$ cat src/design/ryc_pkg.sv
// Shared widths, matrix coefficients and the divider cell word for the RGB to xyY converter.
// No dependencies.
package ryc_pkg;

   localparam int CH_W   = 8;   // input channel width
   localparam int RAW_W  = 24;  // one row sum of coefficient * channel
   localparam int SUM_W  = 26;  // X + Y + Z raw sum
   localparam int Q_W    = 16;  // Q0.16 result width
   localparam int NUM_CELLS = Q_W;  // one quotient bit per cell
   localparam int RECIP_W = 25;
   localparam int LUM_PROD_W = RAW_W + RECIP_W;

   // floor(2^32 / 255); the product shifted down by 32 is Yr/255 or one less
   localparam logic [RECIP_W-1:0] RECIP_255 = 25'd16843009;
   localparam int RECIP_SHIFT = 32;
   localparam logic [RAW_W-1:0] DIV_255 = 24'd255;

   // Q0.16 matrix, rows X, Y, Z, columns red, green, blue
   localparam logic [15:0] COEF [3][3] = '{
      '{16'd33694, 16'd21226, 16'd10510},
      '{16'd17371, 16'd43924, 16'd4200},
      '{16'd1581,  16'd8049,  16'd55340}
   };

   // word handed from cell to cell
   typedef struct packed {
      logic             black;
      logic [Q_W-1:0]   lum;
      logic [SUM_W-1:0] rem_x;
      logic [SUM_W-1:0] rem_y;
      logic [SUM_W-1:0] divisor;
      logic [Q_W-1:0]   quo_x;
      logic [Q_W-1:0]   quo_y;
   } cell_data_type;

endpackage

$ cat src/design/ryc_if.sv
// Valid/ready stream interfaces for the pixel input and the xyY result.
// Depends on ryc_pkg for field widths.
interface ryc_pixel_if;
   logic                      valid;
   logic                      ready;
   logic [ryc_pkg::CH_W-1:0]  red;
   logic [ryc_pkg::CH_W-1:0]  green;
   logic [ryc_pkg::CH_W-1:0]  blue;

   modport source (output valid, red, green, blue, input ready);
   modport sink   (input valid, red, green, blue, output ready);
endinterface

interface ryc_yxy_if;
   logic                     valid;
   logic                     ready;
   logic [ryc_pkg::Q_W-1:0]  luminance;
   logic [ryc_pkg::Q_W-1:0]  chroma_x;
   logic [ryc_pkg::Q_W-1:0]  chroma_y;

   modport source (output valid, luminance, chroma_x, chroma_y, input ready);
   modport sink   (input valid, luminance, chroma_x, chroma_y, output ready);
endinterface

$ cat src/design/ryc_front.sv
// Front end: 3x3 matrix to raw X, Y, Z sums, then luminance = Yr / 255 by reciprocal.
// Three register stages; emits the first word for the divider cell row. Uses ryc_pkg.
module ryc_front (
   input  logic                      clock,
   input  logic                      reset,
   input  logic                      enable,
   input  logic                      in_valid,
   input  logic [ryc_pkg::CH_W-1:0]  red,
   input  logic [ryc_pkg::CH_W-1:0]  green,
   input  logic [ryc_pkg::CH_W-1:0]  blue,
   output logic                      out_valid,
   output ryc_pkg::cell_data_type    out_data
);
   import ryc_pkg::*;

   logic [SUM_W-1:0]      row_x_wide;
   logic [SUM_W-1:0]      row_y_wide;
   logic [SUM_W-1:0]      row_z_wide;
   logic [RAW_W-1:0]      xr_in;
   logic [RAW_W-1:0]      yr_in;
   logic [SUM_W-1:0]      sum_in;
   logic [RAW_W-1:0]      xr_ff, yr_ff;
   logic [SUM_W-1:0]      sum_ff;
   logic                  v1_ff;

   logic [LUM_PROD_W-1:0] lum_prod;
   logic [Q_W-1:0]        est_in;
   logic [Q_W-1:0]        est_ff;
   logic [RAW_W-1:0]      xr2_ff, yr2_ff;
   logic [SUM_W-1:0]      sum2_ff;
   logic                  v2_ff;

   logic [RAW_W-1:0]      est_times_255;
   logic [RAW_W-1:0]      lum_rem;
   logic [Q_W-1:0]        lum_in;
   cell_data_type         data_in;
   cell_data_type         data_ff;
   logic                  v3_ff;

   // stage 1: matrix rows
   always_comb begin
      row_x_wide = SUM_W'(COEF[0][0]) * SUM_W'(red) + SUM_W'(COEF[0][1]) * SUM_W'(green)
                 + SUM_W'(COEF[0][2]) * SUM_W'(blue);
      row_y_wide = SUM_W'(COEF[1][0]) * SUM_W'(red) + SUM_W'(COEF[1][1]) * SUM_W'(green)
                 + SUM_W'(COEF[1][2]) * SUM_W'(blue);
      row_z_wide = SUM_W'(COEF[2][0]) * SUM_W'(red) + SUM_W'(COEF[2][1]) * SUM_W'(green)
                 + SUM_W'(COEF[2][2]) * SUM_W'(blue);
      // each row stays below 2^24
      xr_in  = row_x_wide[RAW_W-1:0];
      yr_in  = row_y_wide[RAW_W-1:0];
      sum_in = row_x_wide + row_y_wide + row_z_wide;
   end

   always_ff @(posedge clock) begin
      if (reset) begin
         v1_ff <= 1'b0;
      end else if (enable) begin
         v1_ff <= in_valid;
      end
      if (enable) begin
         xr_ff  <= xr_in;
         yr_ff  <= yr_in;
         sum_ff <= sum_in;
      end
   end

   // stage 2: reciprocal multiply, estimate is exact or one low
   always_comb begin
      lum_prod = LUM_PROD_W'(yr_ff) * LUM_PROD_W'(RECIP_255);
      est_in   = lum_prod[RECIP_SHIFT+Q_W-1:RECIP_SHIFT];
   end

   always_ff @(posedge clock) begin
      if (reset) begin
         v2_ff <= 1'b0;
      end else if (enable) begin
         v2_ff <= v1_ff;
      end
      if (enable) begin
         est_ff  <= est_in;
         xr2_ff  <= xr_ff;
         yr2_ff  <= yr_ff;
         sum2_ff <= sum_ff;
      end
   end

   // stage 3: correct the estimate and load the first cell word
   always_comb begin
      est_times_255 = RAW_W'({est_ff, 8'h00}) - RAW_W'(est_ff);
      lum_rem       = yr2_ff - est_times_255;
      lum_in        = (lum_rem >= DIV_255) ? est_ff + 1'b1 : est_ff;
      data_in.black   = (sum2_ff == '0);
      data_in.lum     = lum_in;
      data_in.rem_x   = SUM_W'(xr2_ff);
      data_in.rem_y   = SUM_W'(yr2_ff);
      data_in.divisor = sum2_ff;
      data_in.quo_x   = '0;
      data_in.quo_y   = '0;
   end

   always_ff @(posedge clock) begin
      if (reset) begin
         v3_ff <= 1'b0;
      end else if (enable) begin
         v3_ff <= v2_ff;
      end
      if (enable) begin
         data_ff <= data_in;
      end
   end

   assign out_valid = v3_ff;
   assign out_data  = data_ff;

endmodule

$ cat src/design/ryc_div_cell.sv
// One restoring-division cell: one quotient bit each for x and y per word.
// Uses ryc_pkg for the cell word type.
module ryc_div_cell (
   input  logic                    clock,
   input  logic                    reset,
   input  logic                    enable,
   input  logic                    in_valid,
   input  ryc_pkg::cell_data_type  in_data,
   output logic                    out_valid,
   output ryc_pkg::cell_data_type  out_data
);
   import ryc_pkg::*;

   logic          valid_ff;
   cell_data_type data_ff;
   cell_data_type data_in;
   logic [SUM_W:0] shift_x, shift_y, div_ext;
   logic           ge_x, ge_y;
   logic [SUM_W:0] diff_x, diff_y;

   always_comb begin
      div_ext = {1'b0, in_data.divisor};
      shift_x = {in_data.rem_x, 1'b0};
      shift_y = {in_data.rem_y, 1'b0};
      ge_x    = (shift_x >= div_ext);
      ge_y    = (shift_y >= div_ext);
      diff_x  = shift_x - div_ext;
      diff_y  = shift_y - div_ext;
      data_in = in_data;
      // remainder stays below the divisor, so it fits back in SUM_W bits
      data_in.rem_x = ge_x ? diff_x[SUM_W-1:0] : shift_x[SUM_W-1:0];
      data_in.rem_y = ge_y ? diff_y[SUM_W-1:0] : shift_y[SUM_W-1:0];
      data_in.quo_x = {in_data.quo_x[Q_W-2:0], ge_x};
      data_in.quo_y = {in_data.quo_y[Q_W-2:0], ge_y};
   end

   always_ff @(posedge clock) begin
      if (reset) begin
         valid_ff <= 1'b0;
      end else if (enable) begin
         valid_ff <= in_valid;
      end
      if (enable) begin
         data_ff <= data_in;
      end
   end

   assign out_valid = valid_ff;
   assign out_data  = data_ff;

endmodule

$ cat src/design/rgb_to_yxy_converter.sv
// RGB to CIE xyY converter. Takes one 8-bit RGB pixel per clock and returns luminance Y and
// chromaticities x and y, all unsigned Q0.16. Sustained rate is one pixel per clock unless the
// output stalls. Three front stages (matrix, reciprocal multiply for Y/255, correction) feed a
// row of 16 division cells that each produce one quotient bit of x and y. The last cell is the
// output register; when the sink stalls it, the whole pipe holds, and it keeps taking pixels
// as long as the output is empty or being taken. A black pixel gives all-zero results.
// Depends on ryc_pkg, ryc_if, ryc_front and ryc_div_cell.
module rgb_to_yxy_converter (
   input  logic         clock,
   input  logic         reset,
   ryc_pixel_if.sink    req_chan,
   ryc_yxy_if.source    rsp_chan
);
   import ryc_pkg::*;

   logic          enable;
   logic          cell_valid [NUM_CELLS+1];
   cell_data_type cell_data  [NUM_CELLS+1];

   // advance everything unless a finished word is stuck at the output
   assign enable         = !cell_valid[NUM_CELLS] || rsp_chan.ready;
   assign req_chan.ready = enable;

   ryc_front u_front (
      .clock     (clock),
      .reset     (reset),
      .enable    (enable),
      .in_valid  (req_chan.valid),
      .red       (req_chan.red),
      .green     (req_chan.green),
      .blue      (req_chan.blue),
      .out_valid (cell_valid[0]),
      .out_data  (cell_data[0])
   );

   for (genvar i = 0; i < NUM_CELLS; i++) begin : g_cell
      ryc_div_cell u_cell (
         .clock     (clock),
         .reset     (reset),
         .enable    (enable),
         .in_valid  (cell_valid[i]),
         .in_data   (cell_data[i]),
         .out_valid (cell_valid[i+1]),
         .out_data  (cell_data[i+1])
      );
   end

   assign rsp_chan.valid     = cell_valid[NUM_CELLS];
   assign rsp_chan.luminance = cell_data[NUM_CELLS].lum;
   // black pixel: the divider sees 0/0, drop its quotient
   assign rsp_chan.chroma_x  = cell_data[NUM_CELLS].black ? '0 : cell_data[NUM_CELLS].quo_x;
   assign rsp_chan.chroma_y  = cell_data[NUM_CELLS].black ? '0 : cell_data[NUM_CELLS].quo_y;

endmodule

$ cat src/flat_wrapper.sv
// flat-port wrapper written by rule: the top's interface ports become plain ports
module rgb_to_yxy_converter_flat import ryc_pkg::*;
  (clock, reset, req_chan_valid, req_chan_red, req_chan_green, req_chan_blue, req_chan_ready, rsp_chan_valid, rsp_chan_luminance, rsp_chan_chroma_x, rsp_chan_chroma_y, rsp_chan_ready);
  ryc_pixel_if req_chan_i ();
  ryc_yxy_if rsp_chan_i ();
  input  logic clock;
  input  logic reset;
  input wire logic [$bits(req_chan_i.valid)-1:0] req_chan_valid;
  input wire logic [$bits(req_chan_i.red)-1:0] req_chan_red;
  input wire logic [$bits(req_chan_i.green)-1:0] req_chan_green;
  input wire logic [$bits(req_chan_i.blue)-1:0] req_chan_blue;
  output wire logic [$bits(req_chan_i.ready)-1:0] req_chan_ready;
  output wire logic [$bits(rsp_chan_i.valid)-1:0] rsp_chan_valid;
  output wire logic [$bits(rsp_chan_i.luminance)-1:0] rsp_chan_luminance;
  output wire logic [$bits(rsp_chan_i.chroma_x)-1:0] rsp_chan_chroma_x;
  output wire logic [$bits(rsp_chan_i.chroma_y)-1:0] rsp_chan_chroma_y;
  input wire logic [$bits(rsp_chan_i.ready)-1:0] rsp_chan_ready;
  assign req_chan_i.valid = req_chan_valid;
  assign req_chan_i.red = req_chan_red;
  assign req_chan_i.green = req_chan_green;
  assign req_chan_i.blue = req_chan_blue;
  assign req_chan_ready = req_chan_i.ready;
  assign rsp_chan_valid = rsp_chan_i.valid;
  assign rsp_chan_luminance = rsp_chan_i.luminance;
  assign rsp_chan_chroma_x = rsp_chan_i.chroma_x;
  assign rsp_chan_chroma_y = rsp_chan_i.chroma_y;
  assign rsp_chan_i.ready = rsp_chan_ready;
  rgb_to_yxy_converter u_core (.clock(clock), .reset(reset), .req_chan(req_chan_i), .rsp_chan(rsp_chan_i));
endmodule
$ cat config.mk
export PLATFORM = sky130hd
export DESIGN_NAME = rgb_to_yxy_converter_flat
export DESIGN_NICKNAME = d
export VERILOG_FILES = /design/src/design/ryc_pkg.sv /design/src/design/ryc_if.sv /design/src/design/ryc_front.sv /design/src/design/ryc_div_cell.sv /design/src/design/rgb_to_yxy_converter.sv /design/src/flat_wrapper.sv
export SDC_FILE = /design/constraint.sdc
export NUM_CORES = 2
export LEC_CHECK = 0
export ABC_AREA = 1
export BUFFER_PORTS_ARGS = -buffer_cell sky130_fd_sc_hd__buf_2
export CAP_MARGIN = 20
export CORE_AREA = 2 2 529 531
export CTS_CLUSTER_DIAMETER = 60
export DETAILED_ROUTE_END_ITERATION = 8
export DIE_AREA = 0 0 531 533
export GPL_TIMING_DRIVEN = 0
export PLACE_DENSITY = 0.72
export SLEW_MARGIN = 5
export SYNTH_ARGS = -nofsm -noshare
export SYNTH_HDL_FRONTEND = slang
export SYNTH_SLANG_ARGS = --single-unit
$ cat constraint.sdc
create_clock -name clock -period 68.5 [get_ports clock]
set_input_delay 3.425 -clock clock [delete_from_list [all_inputs] [get_ports clock]]
set_output_delay 3.425 -clock clock [all_outputs]
set_load 0.01 [all_outputs]
==> metrics.yaml <==
global_route:
  grt_overflow_total: 0
  grt_max_degree: 73
  vias_in_the_first_global_route: 100200
  globalRouteTotalUtil: 0.2765
  antenna_found_initial: 9
  grt_first_pass_wirelength_um: 596600
synthesis:
  yosysUniqueCellTypes: 64
  edff_count_synth: 1966
  syn-instance-count: 14800
  async_flop_share: 0
  netlist.area_leader.share: 0.4284
  synthesis.yosys.warnings: 0
  synth-seq-area-share: 0.4311
  synth_area_leaders: "edfxtp_1 (43%), ha_1 (13%), nand2_1 (7.7%), inv_1 (5.6%), fa_1 (5.2%)"
  seq_cells_post_synth: 1985
  yosys.area.top_type: "edfxtp_1"
  post_synth_instance_area_um2: 137800
  postSynth.topFlopCell: "edfxtp_1"
  synth_area_per_cell_um2: 9.310
  synth_fp_nets: 16640
setup_path:
  highest_fanout_seen_on_the_critical_path: 11
  timing.rr.end: "u_core.u_front.est_ff[15]"
  max_stage_delay_ns: 0.86
  cp-start-kind: "input pin"
  reg2reg_setup_slack_ns: 64.02
  worst_ep_arrival_time_ns: 16.54
  cpMaxStageDelayCell: "xor2_1"
  worstPathRequired_ns: 69.10
  critical_path.most_common_cell: "inv_1"
  timing.critical_path.to: "u_core.u_front.sum_ff[25]"
  ff2ff_path_depth: 18
  crit_path_end_kind: "flop"
  ff_to_ff_start: "u_core.u_front.yr_ff[18]"
  critPathLaunch: "req_chan_green[7]"
  worst-setup-path-type: "input pin to flop"
clock_network:
  holdBufCountCts: 0
  cts-buffers-inserted: 219
  cts_tree: "done"
  clkSinkCount: 1985
  clk_path_buf_depth: 4
  clock-root-buffer: "clkbuf_16"
  clock_insertion_delay_worst_skew_ns: 0.90
  post_cts_resized: 0
  worst_setup_hold_path_clk_slew_ns: 0.06
  cts-htree-levels: 4
  postcts_setup_bufs: 0
sta:
  layout_worst_path_cycle_share: 0.2327
  worst_slew_margin_rel: 0.2437
  timing.clock.skew_ns: 0.05599
  rsz0062_at_grt: "false"
  fin_hold_ws_ns: 0.3882
  final_max_slew_viol_count: 0
  fmax_mhz: 62.74
  setup_tns_ns: 0
  actual_transition_at_the_worst_max_transition_pin_ns: 1.126
  setup-violations-final: 0
  finalHoldViolCount: 0
  timing.final.crit_period_ns: 15.94
detailed_routing:
  total_via_count_after_detailed_routing: 106300
  detailroute.wirelength.met3_um: 28200
  avgViaCountPerCell: 5.586
  drcViolationCount: 0
  wire_per_inst_um: 21.00
  drt_wl_total_um: 399700
  topRoutingLayerUsed: "met4"
  detailroute.wirelength.met2_um: 180200
  ant_nets: 0
  met1Wirelength_um: 175100
  drt_pass1_iterations: 6
  dr.first_iter.drc_count: 10270
place:
  routabilityCongestion: 1.004
  place.port_buffers: 76
  dpl.hpwl_um: 327700
die:
  design.die.area_um2: 283000
  fp-row-count: 194
  initial_utilization: 0.4959
  core_region_area_um2: 277900
  die_width_um: 531
  die_h_um: 533
  num_io_pins: 78
final_layout:
  final_nets: 16970
  layout-drive-gt1-share: 0.04743
  areaGrowthSynthToFinish_pct: 9.547
hold_path:
  hp-class: "flop to flop"
status:
  run_status: "finished clean"
flow_run:
  cap_violations: 0
metal layers:
metal	global-route usage	vias up
met1	0.3892	50650
met3	0.03275	606
met4	0.09825	0
li1	-	51410
met2	0.4404	3662
met5	0	-
final cells by class:
class                           instances  area [µm²]
Clock buffer                          249        5635
Multi-Input combinational cell      10560       69600
Sequential cell                      1985       59420
Timing Repair Buffer                  111        1286
Tap cell                             3724        4659
Buffer                                159       922.1
Fill cell                           25180      127000
Inverter                             2101        7889
Clock inverter                        144        1564
Antenna cell                            1       2.502
through the flow:
| stage | utilization | worst slack, ns | cells | area (µm²) |
|---|---|---|---|---|
| after global routing | 0.5432 | 51.96 | 19030 | 151000 |
| after global placement | 0.5140 | -18.41 | 18600 | 142900 |
| after detailed placement | 0.5173 | 51.80 | 18640 | 143800 |
| after CTS | 0.5432 | 52.68 | 19030 | 151000 |
| final | 0.5432 | 52.56 | 19030 | 151000 |
| after floorplan | - | 8.467 | 14800 | 137800 |
registers in the layout, summed over array words and instances, names as in the netlist:
register	count
u_core.u_front.v2_ff	1
u_core.u_front.est_ff	16
u_core.u_front.xr_ff	23
u_core.g_cell.u_cell.out_data	1714
u_core.u_front.out_valid	1
u_core.u_front.xr2_ff	23
u_core.u_front.sum_ff	26
u_core.u_front.v1_ff	1
u_core.g_cell.u_cell.out_valid	16
u_core.u_front.yr2_ff	24
u_core.u_front.sum2_ff	26
u_core.u_front.yr_ff	24
u_core.u_front.out_data	90
cells in the final DEF (no fill, tap or decap), types with 47 or more instances in the layout:
cell and instances:
a21oi_1 1287, edfxtp_1 1966, a31oi_1 57, xnor2_1 440
ha_1 1453, nor3_1 155, o21ai_0 924, buf_2 154
nor4_1 70, nand4_1 196, o21ai_1 168, a21boi_0 47
a21o_1 152, clkbuf_1 62, nor2_1 1075, o21bai_1 101
nand3_1 493, nand2_1 2842, fa_1 357, inv_1 2074
clkbuf_16 221, xor2_1 388
kinds of logic (layout without fill, tap and decap cells):
logic type / count (synthesis) / count (layout) / share of synthesized area
compound gates: 2932 / 2932 / 0.1174
other cells: 0 / 1 / 0
simple gates: 4988 / 4988 / 0.1512
flops: 1985 / 1985 / 0.4311
xor+xnor: 828 / 828 / 0.05262
fa+ha+maj: 1810 / 1810 / 0.1838
buf+inv: 2260 / 2764 / 0.06390
worst min-delay path by stage:
stage                                                start                                endpoint  slack (ns)  cells after the start
finish                u_core.g_cell[13].u_cell.out_data[6]    u_core.g_cell[14].u_cell.out_data[7]        0.39                      0
global route         u_core.g_cell[9].u_cell.out_data[114]  u_core.g_cell[10].u_cell.out_data[114]        0.40                      0
CTS                               u_core.u_front.xr_ff[20]               u_core.u_front.xr2_ff[20]        0.39                      0
detailed placement            u_core.u_front.out_data[119]   u_core.g_cell[0].u_cell.out_data[119]        0.40                      0
global placement    u_core.g_cell[10].u_cell.out_data[122]  u_core.g_cell[11].u_cell.out_data[122]        0.40                      0
floorplan                     u_core.u_front.out_data[110]   u_core.g_cell[0].u_cell.out_data[110]        0.40                      0
critical path: cells and delay by family:
family | cells | cell delay, ns
XOR/XNOR | 4 | 1.78
buffers and inverters | 11 | 0.90
AO/OA/AOI/OAI | 4 | 1.15
AND/OR/NAND/NOR | 16 | 2.14
adder cells (fa/ha/maj) | 17 | 7.13
synthesized netlist by cell type, types with 19 or more instances:
cell      instances
a21boi_0         47
a21o_1          152
a21oi_1        1287
a221oi_1         29
a31oi_1          57
buf_2            78
buf_4            24
clkbuf_1         35
dfxtp_1          19
edfxtp_1       1966
fa_1            357
ha_1           1453
inv_1          2074
inv_2            25
nand2_1        2842
nand3_1         493
nand3_2          26
nand3b_1         27
nand4_1         196
nor2_1         1075
nor3_1          155
nor4_1           71
o211ai_1         26
o21ai_0         924
o21ai_1         168
o21ai_2          22
o21bai_1        101
o311ai_0         22
or2_2            35
xnor2_1         440
xor2_1          388
Power is left out: the tool's default activity adds up to more than one toggle a clock period on the data nets, which glitch-free logic cannot reach.
